**src/rtl/ewmaz_pkg.sv**
```systemverilog
// Shared types and constants for the EWMA z-score anomaly detector.
package ewmaz_pkg;

   localparam int unsigned CFG_W = 17;
   localparam int unsigned CSR_ADDR_W = 3;

   localparam logic [CSR_ADDR_W-1:0] CSR_ENABLE   = 3'd0;
   localparam logic [CSR_ADDR_W-1:0] CSR_ALPHA    = 3'd1;
   localparam logic [CSR_ADDR_W-1:0] CSR_MIN_SMP  = 3'd2;
   localparam logic [CSR_ADDR_W-1:0] CSR_Z_LIMIT  = 3'd3;
   localparam logic [CSR_ADDR_W-1:0] CSR_COOLDOWN = 3'd4;

   localparam logic [16:0] ONE_Q16 = 17'h10000;

   // divider shape: 50-bit dividend (d2 or df<<16), 33-bit divisor (var or dt)
   localparam int unsigned DIV_NUM_W = 50;
   localparam int unsigned DIV_DEN_W = 33;
   localparam int unsigned SQRT_TOP  = 14;

   typedef struct packed {
      logic [31:0] total_requests;
      logic [31:0] failed_requests;
   } req_type;

   typedef struct packed {
      logic [16:0]        interval_rate;
      logic [16:0]        baseline_mean;
      logic signed [15:0] z_score;
      logic               is_anomaly;
      logic               raise_alert;
   } rsp_type;

   typedef struct packed {
      logic        anomaly_enable;
      logic [16:0] smoothing_alpha;
      logic [15:0] min_samples;
      logic [15:0] z_limit;
      logic [15:0] cooldown_intervals;
   } cfg_type;

   typedef enum logic [4:0] {
      OP_NONE,
      OP_LOAD,
      OP_ZERO,
      OP_RATE_GO,
      OP_RATE_END,
      OP_FIRST,
      OP_MAG,
      OP_Z_GO,
      OP_Z_END,
      OP_SQRT,
      OP_U1,
      OP_U2,
      OP_U3,
      OP_U4,
      OP_U5,
      OP_U6
   } op_type;

   typedef struct packed {
      op_type     op;
      logic [3:0] sqrt_idx;
      logic       rsp_load;
   } cmd_type;

   typedef struct packed {
      logic div_done;
      logic first_sample;
   } sts_type;

endpackage

```
**src/rtl/ewmaz_ctrl.sv**
```systemverilog
// Controller: sequences one word through rate, z-score and EWMA update steps.
module ewmaz_ctrl (
   input  logic               clock,
   input  logic               reset,
   input  logic               enable,
   input  logic               req_valid,
   output logic               req_stall,
   output logic               rsp_valid,
   input  logic               rsp_stall,
   input  ewmaz_pkg::sts_type sts,
   output ewmaz_pkg::cmd_type cmd
);

   typedef enum logic [4:0] {
      S_IDLE, S_ZERO, S_RATE_GO, S_RATE_WAIT, S_FIRST, S_MAG, S_Z_GO, S_Z_WAIT,
      S_SQRT, S_U1, S_U2, S_U3, S_U4, S_U5, S_U6, S_OUT
   } state_type;

   state_type  state_ff, state_in;
   logic [3:0] idx_ff, idx_in;
   logic       rsp_valid_ff, rsp_valid_in;
   logic       load;

   assign req_stall = state_ff != S_IDLE;
   assign load      = (state_ff == S_OUT) && (!rsp_valid_ff || !rsp_stall);

   always_comb begin
      state_in     = state_ff;
      idx_in       = idx_ff;
      cmd.op       = ewmaz_pkg::OP_NONE;
      cmd.sqrt_idx = idx_ff;
      cmd.rsp_load = load;
      rsp_valid_in = load || (rsp_valid_ff && rsp_stall);
      case (state_ff)
         S_IDLE: begin
            if (req_valid) begin
               cmd.op   = ewmaz_pkg::OP_LOAD;
               state_in = enable ? S_RATE_GO : S_ZERO;
            end
         end
         S_ZERO: begin
            cmd.op   = ewmaz_pkg::OP_ZERO;
            state_in = S_OUT;
         end
         S_RATE_GO: begin
            cmd.op   = ewmaz_pkg::OP_RATE_GO;
            state_in = S_RATE_WAIT;
         end
         S_RATE_WAIT: begin
            if (sts.div_done) begin
               cmd.op   = ewmaz_pkg::OP_RATE_END;
               state_in = sts.first_sample ? S_FIRST : S_MAG;
            end
         end
         S_FIRST: begin
            cmd.op   = ewmaz_pkg::OP_FIRST;
            state_in = S_OUT;
         end
         S_MAG: begin
            cmd.op   = ewmaz_pkg::OP_MAG;
            state_in = S_Z_GO;
         end
         S_Z_GO: begin
            cmd.op   = ewmaz_pkg::OP_Z_GO;
            state_in = S_Z_WAIT;
         end
         S_Z_WAIT: begin
            if (sts.div_done) begin
               cmd.op   = ewmaz_pkg::OP_Z_END;
               idx_in   = 4'(ewmaz_pkg::SQRT_TOP);
               state_in = S_SQRT;
            end
         end
         S_SQRT: begin
            cmd.op = ewmaz_pkg::OP_SQRT;
            if (idx_ff == '0) state_in = S_U1;
            else idx_in = idx_ff - 4'd1;
         end
         S_U1: begin
            cmd.op   = ewmaz_pkg::OP_U1;
            state_in = S_U2;
         end
         S_U2: begin
            cmd.op   = ewmaz_pkg::OP_U2;
            state_in = S_U3;
         end
         S_U3: begin
            cmd.op   = ewmaz_pkg::OP_U3;
            state_in = S_U4;
         end
         S_U4: begin
            cmd.op   = ewmaz_pkg::OP_U4;
            state_in = S_U5;
         end
         S_U5: begin
            cmd.op   = ewmaz_pkg::OP_U5;
            state_in = S_U6;
         end
         S_U6: begin
            cmd.op   = ewmaz_pkg::OP_U6;
            state_in = S_OUT;
         end
         S_OUT: begin
            if (load) state_in = S_IDLE;
         end
         default: begin
            state_in = S_IDLE;
         end
      endcase
   end

   always_ff @(posedge clock) begin
      if (reset) begin
         state_ff     <= S_IDLE;
         idx_ff       <= '0;
         rsp_valid_ff <= 1'b0;
      end else begin
         state_ff     <= state_in;
         idx_ff       <= idx_in;
         rsp_valid_ff <= rsp_valid_in;
      end
   end

   assign rsp_valid = rsp_valid_ff;

endmodule

```
**config.mk**
```make
export PLATFORM = sky130hd
export DESIGN_NAME = ewmaz_ctrl
export DESIGN_NICKNAME = d
export VERILOG_FILES = /design/src/rtl/ewmaz_pkg.sv /design/src/rtl/ewmaz_ctrl.sv
export SDC_FILE = /design/constraint.sdc
export NUM_CORES = 1
export LEC_CHECK = 0
export ABC_AREA = 1
export BUFFER_PORTS_ARGS = -buffer_cell sky130_fd_sc_hd__buf_4
export CAP_MARGIN = 20
export CORE_ASPECT_RATIO = 1.2
export CORE_MARGIN = 2
export CORE_UTILIZATION = 35
export CTS_CLUSTER_SIZE = 25
export DETAILED_ROUTE_END_ITERATION = 8
export PLACE_DENSITY_LB_ADDON = 0.1
export SETUP_SLACK_MARGIN = 0.3
export SLEW_MARGIN = 20
export SYNTH_ARGS = -nofsm -noshare
export SYNTH_HDL_FRONTEND = slang
export SYNTH_SLANG_ARGS = --single-unit
export TNS_END_PERCENT = 100
```
**constraint.sdc**
```tcl
create_clock -name clock -period 1.76 [get_ports clock]
set_clock_uncertainty 0.05 [all_clocks]
set_input_delay 0.352 -clock clock [delete_from_list [all_inputs] [get_ports clock]]
set_output_delay 0.352 -clock clock [all_outputs]
set_load 0.01 [all_outputs]
```
After elaboration in Yosys (flattened, before gate mapping)
Index checks and enable logic that the tools add are counted.
- register bits after elaboration: 10
- bits in latches: 0
- RAM bits: 0
- ROM bits: 0
- bits of input ports: 7
- output and inout port bits: 12
- logic and storage cells: 53
- memories: 0
- add/sub/neg operators: 1
- $mul: 0
- divide/modulo/power cells: 0
- magnitude comparators: 0
- equality and inequality tests: 21
- shift operators: 0
- multiplexer cells: 15
- bitwise operators: 0
- reduce and logical (&&, ||, !) cells: 13
- operators by type and width (operator ; number):
    case mux 5 bit (14 select lines) ; 1
    case mux 4 bit (15 select lines) ; 1
    equality test 5 x 4 -> 1 bit, second input constant ; 8
    two-way mux 5 bit ; 5
    equality test 5 x 3 -> 1 bit, second input constant ; 4
    two-way mux 4 bit ; 3
    inequality test 2 bit, second input constant ; 6
    equality test 5 x 2 -> 1 bit, second input constant ; 2
    case mux 4 bit (2 select lines) ; 1
    equality test 5 x 1 -> 1 bit, second input constant ; 1
    zero test 5 bit ; 1
    AND reduction 5 bit ; 1
    nonzero test 5 bit ; 1
    zero test 4 bit ; 1
    subtractor 4 x 1 -> 4 bit, second input constant ; 1
    two-way mux 3 bit ; 1
    AND reduction 3 bit ; 1
    OR reduction 3 bit ; 1
    logical AND 1 bit ; 2
    zero test 1 bit ; 2
    logical OR 1 bit ; 2
    two-way mux 1 bit ; 2
    two-way mux 2 bit ; 1
    nonzero test 2 bit ; 1

Logic depth before layout (Yosys ltp)
- word-level depth: 5
- depth in mapped cells: 9
- gate-level depth less buffers: 9

Worst setup path before layout
No wires, ideal clock.
- path type: register to output
- start point: register state_ff[1]
- end point: output cmd[8] (netlist name)
- arrival time: 1.019 ns
- data required time: 1.358 ns
- setup slack: 0.339 ns
- stages on the path, launching flop included: 5
- path through: dfxtp_1 nand2_4 nor3_2 nand2_2 a21oi_1
- RTL lines (what ; RTL line ; text):
    start: declaration ; ewmaz_ctrl.sv:19 ; state_type state_ff, state_in;
    start signal: assignment ; ewmaz_ctrl.sv:118 ; state_ff <= state_in;
    end: declaration ; ewmaz_ctrl.sv:11 ; output ewmaz_pkg::cmd_type cmd

==> impl_metrics.yaml <==
timing:
  hold_viol: 0
  rsz0062_at_grt: "yes"
  fin_crit_ns: 1.62
  fin_crit_sh: 0.920
  setup_tns_ns: 0
  setup_viol: 0
  fin_ws_ns: 0.141
  whs_ns: 0.242
  max_freq_ghz: 0.618
  maxSlewViolCount: 0
floorplan:
  row_count: 18
  start_util: 0.369
  die_width_um: 46.4
  die_y_um: 54.9
  die_area_sq_um: 2550
  fp.coreArea_sq_um: 2050
  io_pins: 19
drt:
  wl_per_cell_um: 11.4
  dr_total_vias: 845
  vias_per_cell: 4.80
  drcViolationCount: 0
  drt_iter0_markers: 16
  drtPass1Iterations: 4
  totalWireLength_um: 2000
  ant_nets: 0
synth:
  syn_nets: 122
  yosys.area.top_type_share: 0.238
  syn_inst: 114
  synth_cell_types: 27
  yosysWarnings: 0
  ys_ff_latch: 9
  synth_area_leaders: "dfxtp_1 (24%), nand2_1 (8.9%), a21oi_1 (7.3%)"
  syn_area_sq_um: 756
  yosysTopAreaCell: "dfxtp_1"
  synth-seq-area-share: 0.238
  synth_area_per_cell_sq_um: 6.63
worst_setup_path:
  crit_path_start_kind: "register"
  slowest_stage: "dfxtp_4"
  reg2reg_depth: 10
  rrSetupSlack_ns: 0.25
  crit_fanout: 5
  end_kind: "output pin"
  slowest_delay_ns: 0.37
  path_class: "register to output pin"
  crit_buf_inv: 2
  path_delay_family: "flip-flops"
  r2r_start: "state_ff[0]"
  cp.required_ns: 1.36
  cp.arrival_ns: 1.22
  regToRegEndpoint: "state_ff[1]"
  path_cells: "inv_2 > nor3_4 > nand2_2 > a21oi_2 > buf_4"
grt:
  grt_pass1_wl_um: 3140
  grt_busiest_layer: "met2"
  met3_usage: 0.0292
  use_met2: 0.313
  antenna_found_initial: 0
  grt_overflow: 0
  use_met1: 0.191
  grt_pass1_vias: 748
  grt_max_degree: 9
  grt_usage: 0.174
clocking:
  cts_sinks: 9
  htreeDepth: 1
  clk_pin_slew_ns: 0.06
  hold_buffers: 0
  clk_latency_ns: 0.26
  cts_tree: "done"
  cts.path.max_buffers: 2
  cts_buffers: 3
  cts-root-buf: "clkbuf_4"
place:
  io_buffers: 17
  place_ws_ns: 0.222
  place.gp.congestion: 0.815
  dpl.hpwl_um: 1380
cells_and_area:
  syn_to_final_growth_pct: 59.3
  drive_above_1_share: 0.568
  nNetsFinal: 155
  diodes: 0
hold_path:
  min-delay-start: "reset"
  hold_end: "state_ff[3]"
  hold_depth: 2
  hold_path_class: "primary input to register"
pwr:
  worst_ir_drop_vdd_uv: 708
  power_uw: 1550
  cellPowerDensity_nw_per_um2: 1290
  leakagePower_uw: 0.000559
run:
  cap_violations: 0
status:
  status: "finished clean"
==> cell usage after synthesis, drive strengths merged <==
cell / instances
nand2: 29
nor2: 18
xnor2: 1
or2: 1
buf: 3
a31oi: 1
ha: 1
o211ai: 2
o21ai: 7
a21oi: 12
inv: 17
nor3: 2
nand3b: 2
nand3: 7
dfxtp: 9
a22oi: 1
conb: 1
==> cell type report <==
cell class                 instances  area [sq um]
multi-input combinational         85           599
inverter                          17          73.8
sequential                         9           195
fill                             199           846
tap                               30          37.5
timing repair buffer              31           272
clock buffer                       4          26.3
==> cells in the final DEF (no fill, tap or decap), drive strengths merged <==
cell    instances
o21ai           7
nand3           7
nor3            2
nand3b          2
nor2           18
o211ai          2
xnor2           1
ha              1
nand2          29
a31oi           1
dfxtp           9
clkbuf          4
or2             1
a22oi           1
a21oi          12
inv            17
conb            1
buf            31
==> logic make-up (layout without fill, tap and decap cells) <==
kind of cell | Yosys count | in the layout | share of synthesized area
other | 1 | 1 | 0.00496
adders and majority gates | 1 | 1 | 0.0166
buffers and inverters | 20 | 52 | 0.119
AOI/OAI and AO/OA | 23 | 23 | 0.174
DFF | 9 | 9 | 0.238
and+or+nand+nor | 59 | 59 | 0.435
xor gates and xnor gates | 1 | 1 | 0.0116
==> power breakdown <==
group	leakage [uW]	internal (uW)	total, uW	switching (uW)
Combinational	0.000468	511	1070	555
Sequential	0.0000759	255	326	70.8
Clock	0.0000150	87.6	163	75.1
Total	0.000559	853	1550	701
==> through the flow <==
| step | std cells | cell area, sq um | utilization |
|---|---|---|---|
| global placement | 159 | 902 | 0.440 |
| global route | 176 | 1200 | 0.587 |
| finish | 176 | 1200 | 0.587 |
| CTS | 172 | 1060 | 0.517 |
| detailed placement | 159 | 902 | 0.440 |
| floorplan | 114 | 756 | - |
==> layer usage <==
metal  vias to the layer above  part of all wire  routed length (um)
li1                        433                 -                   -
met1                       385              0.40                 790
met2                        22              0.54                1090
met3                         5             0.039                  77
met4                         0             0.021                  42
met5                         -                 0                   0
==> sequential cells by signal (all words and copies together), names as in the netlist <==
name	cells
rsp_valid	1
idx_ff	4
state_ff	4
==> how the worst max path moves through the flow <==
stage	startpoint	end	slack [ns]	cells past startpoint
after floorplan	state_ff[1]	cmd[8]	0.34	4
after global placement	state_ff[0]	cmd[8]	0.25	5
after detailed placement	state_ff[0]	cmd[8]	0.22	5
after CTS	state_ff[2]	cmd[8]	0.14	5
after global routing	state_ff[2]	cmd[8]	0.03	5
final	state_ff[2]	cmd[8]	0.14	5
==> worst reg2reg max path: cells and delay by family, from the launching register on <==
family | cells | cell delay (ns)
AOI/OAI and AO/OA | 1 | 0.04
DFF | 1 | 0.38
and+or+nand+nor | 6 | 0.57
buffers and inverters | 3 | 0.36
==> repair_timing <==
action                                  4_1_cts  5_1_grt
resized for setup                            16       32
endpoints found under the setup margin        6       14
setup buffers                                 9        4
pin swaps                                     4       13
hold endpoints to repair                      0        0
(Power assumes the default switching activity.)
